File: src/design/amf0_envelope_deframer_macros.svh
// Assertion macros for the AMF0 envelope deframer.
`ifndef AMF0_ENVELOPE_DEFRAMER_MACROS_SVH
`define AMF0_ENVELOPE_DEFRAMER_MACROS_SVH
`ifndef SYNTH
`define AMF0ED_ASSERT(lbl, clk, rstn, prop, msg) \
  lbl: assert property (@(posedge clk) disable iff (!(rstn)) prop) else $error(msg);
`define AMF0ED_ASSERT_ALWAYS(lbl, clk, prop, msg) \
  lbl: assert property (@(posedge clk) prop) else $error(msg);
`else
`define AMF0ED_ASSERT(lbl, clk, rstn, prop, msg)
`define AMF0ED_ASSERT_ALWAYS(lbl, clk, prop, msg)
`endif
`endif

File: src/design/amf0ed_pkg.sv
// Types and constants shared by the AMF0 envelope deframer modules.
`timescale 1ns / 1ps
package amf0ed_pkg;

  localparam int unsigned DataW   = 8;
  localparam int unsigned KindW   = 4;
  localparam int unsigned IndexW  = 16;
  localparam int unsigned LenW    = 32;
  localparam int unsigned StatusW = 2;

  typedef enum logic [KindW-1:0] {
    PH_VERSION  = 4'd0,
    PH_HCOUNT   = 4'd1,
    PH_NAMELEN  = 4'd2,
    PH_NAME     = 4'd3,
    PH_MUST     = 4'd4,
    PH_VALLEN   = 4'd5,
    PH_VALUE    = 4'd6,
    PH_MCOUNT   = 4'd7,
    PH_TGTLEN   = 4'd8,
    PH_TARGET   = 4'd9,
    PH_RESPLEN  = 4'd10,
    PH_RESP     = 4'd11,
    PH_BODYLEN  = 4'd12,
    PH_BODY     = 4'd13,
    PH_TRAILING = 4'd14
  } phase_e;

  typedef enum logic [StatusW-1:0] {
    ST_NONE  = 2'd0,
    ST_OK    = 2'd1,
    ST_TRUNC = 2'd2
  } status_e;

  typedef struct packed {
    logic [KindW-1:0]   field_kind;
    logic [IndexW-1:0]  message_index;
    logic [LenW-1:0]    declared_length;
    logic               message_complete;
    logic [StatusW-1:0] status;
  } result_t;

endpackage

File: src/design/amf0ed_parser.sv
// Packet walker: phase state, length assembly and per-byte tagging.
`timescale 1ns / 1ps
`include "amf0_envelope_deframer_macros.svh"
module amf0ed_parser (
  input  logic                          clk_i,
  input  logic                          rst_ni,
  input  logic                          accept_i,
  input  logic [amf0ed_pkg::DataW-1:0]  data_byte_i,
  input  logic                          packet_end_i,
  output amf0ed_pkg::result_t           result_o
);
  import amf0ed_pkg::*;

  phase_e              phase_q, phase_d;
  logic [LenW-1:0]     acc_q, acc_d;
  logic [1:0]          lidx_q, lidx_d;
  logic [LenW-1:0]     remain_q, remain_d;
  logic [LenW-1:0]     decl_q, decl_d;
  logic [IndexW-1:0]   items_q, items_d;
  logic [IndexW-1:0]   index_q, index_d;

  logic [LenW-1:0]     acc_shift;
  logic                done2, done4, len_zero, last_data;
  logic [IndexW-1:0]   items_dec, index_inc;
  logic                data_phase;
  result_t             res;

  assign acc_shift = {acc_q[LenW-DataW-1:0], data_byte_i};
  assign done2     = (lidx_q != 2'd0);
  assign done4     = (lidx_q == 2'd3);
  assign len_zero  = (acc_shift == '0);
  assign last_data = (remain_q == LenW'(1));
  assign items_dec = items_q - IndexW'(1);
  assign index_inc = index_q + IndexW'(1);

  assign data_phase = (phase_q == PH_NAME) || (phase_q == PH_VALUE) ||
                      (phase_q == PH_TARGET) || (phase_q == PH_RESP) ||
                      (phase_q == PH_BODY);

  always_comb begin
    phase_d  = phase_q;
    acc_d    = acc_q;
    lidx_d   = lidx_q;
    remain_d = remain_q;
    decl_d   = decl_q;
    items_d  = items_q;
    index_d  = index_q;

    res.field_kind       = (phase_q > PH_TRAILING) ? KindW'(PH_TRAILING) : KindW'(phase_q);
    res.message_index    = index_q;
    res.declared_length  = data_phase ? decl_q : '0;
    res.message_complete = 1'b0;
    res.status           = ST_NONE;

    case (phase_q)
      PH_VERSION, PH_HCOUNT, PH_NAMELEN, PH_MCOUNT, PH_TGTLEN, PH_RESPLEN: begin
        if (done2) begin
          acc_d  = '0;
          lidx_d = 2'd0;
        end else begin
          acc_d  = acc_shift;
          lidx_d = lidx_q + 2'd1;
        end
      end
      PH_VALLEN, PH_BODYLEN: begin
        if (done4) begin
          acc_d  = '0;
          lidx_d = 2'd0;
        end else begin
          acc_d  = acc_shift;
          lidx_d = lidx_q + 2'd1;
        end
      end
      default: begin
      end
    endcase

    case (phase_q)
      PH_VERSION: begin
        if (done2) phase_d = PH_HCOUNT;
      end
      PH_HCOUNT: begin
        if (done2) begin
          items_d = acc_shift[IndexW-1:0];
          index_d = '0;
          phase_d = len_zero ? PH_MCOUNT : PH_NAMELEN;
        end
      end
      PH_NAMELEN: begin
        if (done2) begin
          decl_d   = acc_shift;
          remain_d = acc_shift;
          phase_d  = len_zero ? PH_MUST : PH_NAME;
        end
      end
      PH_NAME: begin
        remain_d = remain_q - LenW'(1);
        if (last_data) phase_d = PH_MUST;
      end
      PH_MUST: begin
        phase_d = PH_VALLEN;
      end
      PH_VALLEN: begin
        if (done4) begin
          decl_d   = acc_shift;
          remain_d = acc_shift;
          phase_d  = PH_VALUE;
          // empty value closes the header at once
          if (len_zero) begin
            items_d = items_dec;
            index_d = (items_dec == '0) ? '0 : index_inc;
            phase_d = (items_dec == '0) ? PH_MCOUNT : PH_NAMELEN;
          end
        end
      end
      PH_VALUE: begin
        remain_d = remain_q - LenW'(1);
        if (last_data) begin
          items_d = items_dec;
          index_d = (items_dec == '0) ? '0 : index_inc;
          phase_d = (items_dec == '0) ? PH_MCOUNT : PH_NAMELEN;
        end
      end
      PH_MCOUNT: begin
        if (done2) begin
          items_d = acc_shift[IndexW-1:0];
          index_d = '0;
          phase_d = len_zero ? PH_TRAILING : PH_TGTLEN;
        end
      end
      PH_TGTLEN: begin
        if (done2) begin
          decl_d   = acc_shift;
          remain_d = acc_shift;
          phase_d  = len_zero ? PH_RESPLEN : PH_TARGET;
        end
      end
      PH_TARGET: begin
        remain_d = remain_q - LenW'(1);
        if (last_data) phase_d = PH_RESPLEN;
      end
      PH_RESPLEN: begin
        if (done2) begin
          decl_d   = acc_shift;
          remain_d = acc_shift;
          phase_d  = len_zero ? PH_BODYLEN : PH_RESP;
        end
      end
      PH_RESP: begin
        remain_d = remain_q - LenW'(1);
        if (last_data) phase_d = PH_BODYLEN;
      end
      PH_BODYLEN: begin
        if (done4) begin
          decl_d   = acc_shift;
          remain_d = acc_shift;
          phase_d  = PH_BODY;
          // empty body completes the message on its last length byte
          if (len_zero) begin
            res.message_complete = 1'b1;
            items_d = items_dec;
            index_d = (items_dec == '0) ? '0 : index_inc;
            phase_d = (items_dec == '0) ? PH_TRAILING : PH_TGTLEN;
          end
        end
      end
      PH_BODY: begin
        remain_d = remain_q - LenW'(1);
        if (last_data) begin
          res.message_complete = 1'b1;
          items_d = items_dec;
          index_d = (items_dec == '0) ? '0 : index_inc;
          phase_d = (items_dec == '0) ? PH_TRAILING : PH_TGTLEN;
        end
      end
      default: begin
        phase_d = PH_TRAILING;
      end
    endcase

    // report and drop back to the start of a new packet
    if (packet_end_i) begin
      res.status = (phase_d == PH_TRAILING) ? ST_OK : ST_TRUNC;
      phase_d    = PH_VERSION;
      acc_d      = '0;
      lidx_d     = 2'd0;
      remain_d   = '0;
      decl_d     = '0;
      items_d    = '0;
      index_d    = '0;
    end
  end

  assign result_o = res;

  always_ff @(posedge clk_i or negedge rst_ni) begin
    if (!rst_ni) begin
      phase_q  <= PH_VERSION;
      acc_q    <= '0;
      lidx_q   <= 2'd0;
      remain_q <= '0;
      decl_q   <= '0;
      items_q  <= '0;
      index_q  <= '0;
    end else if (accept_i) begin
      phase_q  <= phase_d;
      acc_q    <= acc_d;
      lidx_q   <= lidx_d;
      remain_q <= remain_d;
      decl_q   <= decl_d;
      items_q  <= items_d;
      index_q  <= index_d;
    end
  end

  `AMF0ED_ASSERT(a_end_resets, clk_i, rst_ni, accept_i && packet_end_i |=> phase_q == PH_VERSION && index_q == '0 && lidx_q == 2'd0, "packet end did not restore the start state")
  `AMF0ED_ASSERT(a_lidx_in_len, clk_i, rst_ni, lidx_q != 2'd0 |-> phase_q == PH_VERSION || phase_q == PH_HCOUNT || phase_q == PH_NAMELEN || phase_q == PH_VALLEN || phase_q == PH_MCOUNT || phase_q == PH_TGTLEN || phase_q == PH_RESPLEN || phase_q == PH_BODYLEN, "length byte index live outside a length field")
  `AMF0ED_ASSERT(a_data_nonempty, clk_i, rst_ni, data_phase |-> remain_q != '0, "data field entered with no bytes left")
  `AMF0ED_ASSERT(a_complete_body, clk_i, rst_ni, res.message_complete |-> phase_q == PH_BODY || phase_q == PH_BODYLEN, "message completion outside the body")

endmodule

File: src/design/amf0_envelope_deframer.sv
// Top level of the AMF0 envelope deframer: byte walker plus output buffering.
`timescale 1ns / 1ps
`include "amf0_envelope_deframer_macros.svh"
// Takes an AMF0 remoting packet one byte per request and returns one tagged result
// per byte: field kind, header or message index, declared length of the current
// string or body, a message-complete flag and, on the byte marked packet_end_i, an
// ok or truncated status. A byte is taken every cycle while in_stall_o is low. The
// per-byte work is a single pass of the phase walker between the state registers
// and the output register. An output register plus one skid entry let the block
// keep accepting while a result waits, so in_stall_o rises only once two results
// are held. After the end-of-packet byte all state returns to its start values and
// the next byte opens a new packet.
module amf0_envelope_deframer (
  input  logic                           clk_i,
  input  logic                           rst_ni,
  input  logic                           in_valid_i,
  output logic                           in_stall_o,
  input  logic [amf0ed_pkg::DataW-1:0]   data_byte_i,
  input  logic                           packet_end_i,
  output logic                           out_valid_o,
  input  logic                           out_stall_i,
  output logic [amf0ed_pkg::KindW-1:0]   field_kind_o,
  output logic [amf0ed_pkg::IndexW-1:0]  message_index_o,
  output logic [amf0ed_pkg::LenW-1:0]    declared_length_o,
  output logic                           message_complete_o,
  output logic [amf0ed_pkg::StatusW-1:0] status_o
);
  import amf0ed_pkg::*;

  result_t result;
  result_t out_q, out_d;
  result_t skid_q;
  logic    out_valid_q, out_valid_d;
  logic    skid_valid_q, skid_valid_d;
  logic    in_accept, out_take, load_out, load_skid;

  assign in_accept = in_valid_i && !skid_valid_q;
  assign out_take  = out_valid_q && !out_stall_i;

  amf0ed_parser u_parser (
    .clk_i        (clk_i),
    .rst_ni       (rst_ni),
    .accept_i     (in_accept),
    .data_byte_i  (data_byte_i),
    .packet_end_i (packet_end_i),
    .result_o     (result)
  );

  always_comb begin
    if (skid_valid_q) begin
      load_out = out_take;
      out_d    = skid_q;
    end else begin
      load_out = in_accept && (!out_valid_q || out_take);
      out_d    = result;
    end
    // park the new result while the output register still waits
    load_skid = in_accept && out_valid_q && !out_take;

    if (load_out)      out_valid_d = 1'b1;
    else if (out_take) out_valid_d = 1'b0;
    else               out_valid_d = out_valid_q;

    if (load_skid)                     skid_valid_d = 1'b1;
    else if (skid_valid_q && out_take) skid_valid_d = 1'b0;
    else                               skid_valid_d = skid_valid_q;
  end

  always_ff @(posedge clk_i or negedge rst_ni) begin
    if (!rst_ni) begin
      out_valid_q  <= 1'b0;
      skid_valid_q <= 1'b0;
    end else begin
      out_valid_q  <= out_valid_d;
      skid_valid_q <= skid_valid_d;
    end
  end

  always_ff @(posedge clk_i) begin
    if (load_out)  out_q  <= out_d;
    if (load_skid) skid_q <= result;
  end

  assign in_stall_o         = skid_valid_q;
  assign out_valid_o        = out_valid_q;
  assign field_kind_o       = out_q.field_kind;
  assign message_index_o    = out_q.message_index;
  assign declared_length_o  = out_q.declared_length;
  assign message_complete_o = out_q.message_complete;
  assign status_o           = out_q.status;

  `AMF0ED_ASSERT_ALWAYS(a_skid_behind_out, clk_i,
    skid_valid_q |-> out_valid_q,
    "skid entry held with an empty output register")
  `AMF0ED_ASSERT(a_skid_drains, clk_i, rst_ni,
    skid_valid_q && out_take |=> !skid_valid_q && out_valid_q,
    "skid entry not moved to the output register")
  `AMF0ED_ASSERT(a_out_held, clk_i, rst_ni,
    out_valid_q && out_stall_i |=> out_valid_q && $stable(out_q),
    "stalled result changed or dropped")

endmodule

File: config.mk
export PLATFORM = sky130hd
export DESIGN_NAME = amf0_envelope_deframer
export DESIGN_NICKNAME = d
export VERILOG_FILES = /design/src/design/amf0ed_pkg.sv /design/src/design/amf0ed_parser.sv /design/src/design/amf0_envelope_deframer.sv
export VERILOG_INCLUDE_DIRS = /design/src /design/src/design
export SDC_FILE = /design/constraint.sdc
export NUM_CORES = 1
export LEC_CHECK = 0
export BUFFER_PORTS_ARGS = -buffer_cell sky130_fd_sc_hd__buf_2
export CAP_MARGIN = 40
export CORE_UTILIZATION = 30
export CTS_CLUSTER_SIZE = 16
export DETAILED_ROUTE_END_ITERATION = 10
export GPL_TIMING_DRIVEN = 0
export PLACE_DENSITY_LB_ADDON = 0.1
export SYNTH_ARGS = -nofsm -noshare
export SYNTH_HDL_FRONTEND = slang
export SYNTH_SLANG_ARGS = --single-unit
export TNS_END_PERCENT = 100
File: constraint.sdc
create_clock -name clk_i -period 4.2 [get_ports clk_i]
set_clock_uncertainty 0.1 [all_clocks]
set_input_delay 0.21 -clock clk_i [delete_from_list [all_inputs] [get_ports clk_i]]
set_output_delay 0.21 -clock clk_i [all_outputs]
set_load 0.01 [all_outputs]
==> impl_results.md, run 1 <==
- Fin. max-slew vios: 0
- Root buffer cell: clkbuf_16
- Critical path arrival: 3660 ps
- WP data required: 4500 ps
- Synth unique cells: 87
- Slowest-stage cell, CP: clkbuf_1
- Placed cells: 1694
- Sequential element share of the synthesized area: 55.5%
- WHS: 50.5 ps
- Vias in the first global route: 8944
- Post-route ant nets: 0
- Worst slew pin tran: 748 ps
- Avg Synthesized Cell Area: 10.6 um2
- Port buffer count: 69
- Combinational power share: 34.2%
- Syn Nets: 1123
- FFs w/ async S/R, synth: 53.8%
- Peak supply drop: 318 uV
- Final period util: 80.0%
- Via count: 9058
- Layout cells sized above 1: 17.7%
- Largest fanout on the critical path: 10
- Postcts setup bufs: 0
- Post-synth EDFFs: 110
- DRC viols: 0
- Delay-heaviest family, CP: buffers and inverters
- Fin crit period: 3360 ps
- Crit Path Class: reg -> reg
- Power Total: 9.43 mW
- Clk buf depth: 3
- Status: finished, final reports clean
- Sequential Power Share: 38.5%
- Commonest non-fill, non-tap cell in the layout: o21ai_0
- Final Util: 36.1%
- Maxcap violations: 0
- Dominant synthesized flop cell: dfrtp_1
- Unrepaired setup endpoints after global routing: no
- Area growth syn-to-layout: 18.7%
- Mapped Cells: 1102
- Hold_sp: in_valid_i
- Cell mode on critical path: buf_2
- Slew headroom: 49.8%
- Num CTS Buffers: 29
- GPL Wtd Cong: 0.872
- Core Area: 0.0386 mm2
- HP Class: in -> reg
- P_int: 5.92 mW
- Rows: 72
- Clock Sinks: 238
- First-pass GRT wire length: 54300 um
- Setup TNS: 0 ps
- Largest net degree at the start of global routing: 77
- Final count of negative-setup-slack endpoints: 0
- Final #Nets: 1239
- Slowest stage delay, CP: 610 ps
- CP Cell Sequence: inv_1, ha_1, buf_2, nor2_1, maj3_1, o2bb2ai_1, o211a_1, o21ai_1, buf_2, clkbuf_1, o221ai_1
- Layout Cells excl Fill: 1759
- Initial Util: 30.4%
- # diodes: 0
- Psw: 3.51 mW
- Setup crit start: u_parser.lidx_q[0]$_DFFE_PN0P_
- Buf+Inv Stages, Crit Path: 4
- Clock-pin slew on the worst setup and hold paths: 60 ps
- Clock Latency Late Sink: 560 ps
- TritonRoute pass-1 iters: 5
- Switching share of total power: 37.2%
- GRT overflow: 0
- GR Util All Layers: 17.6%
- Initial antenna violation count: 0
- Origin of the critical flop-to-flop path: u_parser.lidx_q[0]$_DFFE_PN0P_
- Commonest non-fill, non-tap cells in the layout: o21ai_0 (137), dfrtp_1 (128), nand2_1 (125)
- Syn Std Cell Area: 0.0117 mm2
- Fmax: 298 MHz
- Worst setup EP type: flop
- Leak: 5.53 nW
- Io pins: 70
- Die area: 0.0399 mm2
- Clock Power Share: 27.3%
- DRT iter0 DRCs: 636
- Die W: 200 um
- Power Dens Cells: 677 mW/mm2
- Post-synthesis register bit count: 238
- Via/cell ratio: 5.15
- Die height: 200 um
- DPL Wire Length: 23900 um
- CP startpoint kind: flop
- H-tree levels: 1
- Fin. Hold Viols: 0
- Synthesis Warnings: 0
- Final wirelength: 34300 um
- DR WL/cell: 19.5 um
- CTS tree: built
logic make-up (layout without fill, tap and decap cells):
logic type | after synthesis | after routing | synth area share (%)
flops | 238 | 238 | 55.5
buf+inv | 90 | 229 | 3.64
simple gates | 388 | 388 | 17.5
compound gates | 321 | 321 | 17.1
fa+ha+maj | 9 | 9 | 0.939
mux | 53 | 53 | 5.06
xor+xnor | 3 | 3 | 0.352
worst reg2reg max path, delay by kind of cell, from the launching register on:
family | cells | cell delay [ps]
AND/OR/NAND/NOR | 1 | 90
buffers and inverters | 4 | 1270
flip-flops | 1 | 410
adder cells (fa/ha/maj) | 2 | 560
AO/OA/AOI/OAI | 4 | 790
layer usage:
layer	vias to the layer above	wire (um)	global-route usage, %
met1	4451	17100	26.2
met3	66	1750	3.07
met5	-	0	0
li1	4317	-	-
met2	224	14700	26.2
met4	0	810	4.86
cell usage after synthesis, types with 4 or more instances:
cell type	n	share of area, %
a2bb2oi_1	6	0.45
nor2_1	75	2.4
and2_1	38	2.0
a21boi_0	4	0.26
nor4_2	4	0.43
a31oi_1	6	0.32
a22o_1	34	2.5
or3_1	6	0.32
buf_2	12	0.51
nor3b_1	5	0.32
a21oi_1	62	2.6
nand3_1	13	0.55
inv_1	16	0.51
nor4_1	20	1.1
nand4_1	12	0.64
ha_1	8	0.85
nor3_1	27	1.2
o31ai_1	9	0.58
o2bb2ai_1	4	0.30
clkbuf_1	50	1.6
and3_1	17	0.91
edfxtp_1	110	28
a22oi_1	11	0.70
nand2_1	125	4.0
nor2b_1	8	0.43
nor4_4	4	0.73
dfrtp_1	128	27
o21ai_0	137	5.8
mux2_2	50	4.8
o21ai_1	9	0.38
clkbuf_8	4	0.47
buf_6	4	0.38
nand2b_1	6	0.32
repair_timing:
action	CTS	global route
hold endpoints to repair	85	0
gates resized for setup	0	0
hold buffers	11	0
path summary, 6_finish.rpt:
check	slack [ps]	endpoint	cells after the start
min reg2reg	370	u_parser.decl_q[26]$_DFFE_PN0P_	2
min in group asynchronous	100	u_parser.items_q[3]$_DFFE_PN0P_	2
max reg2reg	840	u_parser.items_q[9]$_DFFE_PN0P_	11
max	840	u_parser.items_q[9]$_DFFE_PN0P_	11
max in group asynchronous	3090	u_parser.decl_q[3]$_DFFE_PN0P_	3
min	50	out_valid_o$_DFFE_PN0P_	4
metrics by stage:
stage / setup WS (ps) / area [um2]
3_5_place_dp: 868 / 12800
2_1_floorplan: 1100 / 11700
4_1_cts: 852 / 13900
5_1_grt: 575 / 13900
3_3_place_gp: -106 / 12700
6_report: 839 / 13900
flip-flops by register name, indices dropped and copies added (netlist names), 4 cells and up:
register,count
message_index_o,16
u_parser.acc_q,24
u_parser.items_q,16
field_kind_o,4
u_parser.remain_q,32
declared_length_o,32
u_parser.phase_q,4
skid_q,55
u_parser.index_q,16
u_parser.decl_q,32
power by group through the flow:
stage / Sequential, mW / Clock, mW / Combinational (mW)
2_1_floorplan: 3.63 / 0 / 2.07
3_3_place_gp: 3.70 / 0 / 3.14
3_5_place_dp: 3.68 / 0 / 3.22
4_1_cts: 3.64 / 2.64 / 3.25
5_1_grt: 3.71 / 2.75 / 3.58
6_report: 3.63 / 2.57 / 3.22
layout make-up:
type	instances	area [um2]
buffer	73	363
clock buffer	39	793
clock inverter	15	181
fill	3992	24600
inverter	17	63.8
multi-input combinational	774	4810
sequential	238	6510
tap	518	648
timing repair buffer	85	561
No activity file was read; power rests on OpenSTA's default activity.
==> run 2: changes to the inputs <==
clock period = 3 ns   (was 4.2 ns; I/O delays follow)
==> impl_results.md, run 2 (synthesis results as in run 1) <==
- Initial Util: 30.4% (unchanged)
- Via/cell ratio: 5.12 (-0.49%)
- Status: finished, final reports clean
- Setup TNS: 0 ps (unchanged)
- Slowest stage delay, CP: 550 ps (-60 ps)
- Die W: 200 um (unchanged)
- CTS tree: built
- Port buffer count: 69 (unchanged)
- Max FFs per register: 55 (unchanged)
- CP startpoint kind: flop
- WHS: 111 ps (+61.0 ps)
- Die height: 200 um (unchanged)
- Clock-pin slew on the worst setup and hold paths: 60 ps (about the same)
- Io pins: 70 (unchanged)
- Commonest non-fill, non-tap cell in the layout: o21ai_0
- TritonRoute pass-1 iters: 5 (unchanged)
- Critical path arrival: 3050 ps (-610 ps)
- Peak supply drop: 447 uV (+41%)
- Clk buf depth: 3 (unchanged)
- Post-route ant nets: 0 (unchanged)
- Via count: 9060 (+0.022%)
- Pre-CTS WS: -327 ps (-1190 ps)
- Fmax: 350 MHz (+18%)
- Fin. Hold Viols: 0 (unchanged)
- Initial antenna violation count: 0 (unchanged)
- Largest net degree at the start of global routing: 71 (-7.8%)
- Worst slew pin tran: 741 ps (-6.87 ps)
- DR WL/cell: 19.3 um (-1.1%)
- Area growth syn-to-layout: 20.4%
- Power Dens Cells: 948 mW/mm2 (+40%)
- Layout cells sized above 1: 20.3% (+2.6 points)
- Clock Latency Late Sink: 560 ps (about the same)
- Final period util: 95.2% (+15 points)
- Fin. max-slew vios: 0 (unchanged)
- Largest Register: skid_q
- Maxcap violations: 0 (unchanged)
- # diodes: 0 (unchanged)
- GPL Wtd Cong: 0.873 (+0.17%)
- Fin crit period: 2860 ps (-505 ps)
- Largest fanout on the critical path: 5 (-5)
- Multi-input logic area: 0.00490 mm2 (+1.9%)
- GR Util All Layers: 17.6% (-0.074 points)
- H-tree levels: 1 (unchanged)
- Final Util: 36.6% (+0.51 points)
- # fillers: 3982 (-0.25%)
- Power Total: 13.4 mW (+42%)
- GRT overflow: 0 (unchanged)
- Final #Nets: 1249 (+0.81%)
- First-pass GRT wire length: 54200 um (-0.20%)
- Slowest-stage cell, CP: or4_4
- Vias in the first global route: 8880 (-0.72%)
- Die area: 0.0399 mm2 (unchanged)
- Clock Sinks: 238 (unchanged)
- DRT iter0 DRCs: 692 (+8.8%)
- Leak: 5.62 nW (+1.5%)
- Num CTS Buffers: 28 (-3.4%)
- Slew headroom: 50.2% (+0.41 points)
- DRC viols: 0 (unchanged)
- Root buffer cell: clkbuf_16
- DPL Wire Length: 23700 um (-0.93%)
- Commonest non-fill, non-tap cells in the layout: o21ai_0 (137), dfrtp_1 (128), nand2_1 (123)
- Final count of negative-setup-slack endpoints: 0 (unchanged)
- Final setup margin: 144 ps (-695 ps)
- Worst setup EP type: flop
- HP Class: in -> async
- Final wirelength: 34200 um (-0.54%)
- Core Area: 0.0386 mm2 (unchanged)
- Register area: 0.00651 mm2 (unchanged)
- Crit Path Class: reg -> reg
- CP Cell Sequence: nor4_2, nand4_1, buf_4, a2111oi_4, a211oi_2, or4_4, a31oi_4, o41ai_2
- WP data required: 3190 ps (-1310 ps)
- Rows: 72 (unchanged)
run 2: report_power, final:
group | total [mW] | switching (mW) | internal (mW)
logic | 4.74 | 2.85 | 1.89
clock network | 3.53 | 1.36 | 2.16
registers | 5.11 | 0.733 | 4.37
total | 13.4 | 4.95 | 8.43
run 2: area by class of cell:
class                           instances  share of cell area (%)
Buffer                                 72                    2.76
Sequential cell                       238                    46.1
Inverter                               17                   0.452
Timing Repair Buffer                   97                    4.63
Clock inverter                         11                    1.21
Multi-Input combinational cell        774                    34.7
Tap cell                              518                    4.59
Clock buffer                           41                    5.59
run 2: worst paths after layout:
kind	start	to	slack, ps	cells after the start
max	u_parser.acc_q[9]$_DFFE_PN0P_	status_o[0]$_DFFE_PP_	140	8
min	rst_ni	u_parser.items_q[1]$_DFFE_PN0P_	110	2
max reg2reg	u_parser.acc_q[9]$_DFFE_PN0P_	status_o[0]$_DFFE_PP_	140	8
min reg2reg	u_parser.decl_q[24]$_DFFE_PN0P_	u_parser.decl_q[24]$_DFFE_PN0P_	370	2
max in group asynchronous	rst_ni	u_parser.decl_q[16]$_DFFE_PN0P_	1910	3
min in group clk_i	packet_end_i	u_parser.items_q[12]$_DFFE_PN0P_	110	4
run 2: timing repair:
action,CTS,global route
buffers inserted,1,10
hold buffers,12,0
pin swaps,3,6
hold endpoints to repair,105,0
gates cloned,0,0
gates resized for setup,9,27
setup endpoints to repair,46,74
run 2: routing by layer:
metal	track usage, %	share of wire (%)	wire, um	up-vias
met4	4.41	1.9	665	0
met5	0	0	0	-
met3	2.51	4.4	1490	48
li1	-	-	-	4333
met1	26.4	51	17300	4488
met2	26.3	43	14700	191
run 2: critical path, delay by kind of cell (launching register included):
family | cells | cell delay [ps]
AND/OR/NAND/NOR | 3 | 1070
AO/OA/AOI/OAI | 4 | 750
flip-flops | 1 | 490
buffers and inverters | 1 | 180
run 2: per-stage QoR:
stage | cell area [um2] | std cells
after detailed placement | 12800 | 1694
after CTS | 13900 | 1758
after global routing | 14100 | 1768
after floorplan | 11700 | 1102
final | 14100 | 1768
after global placement | 12700 | 1689
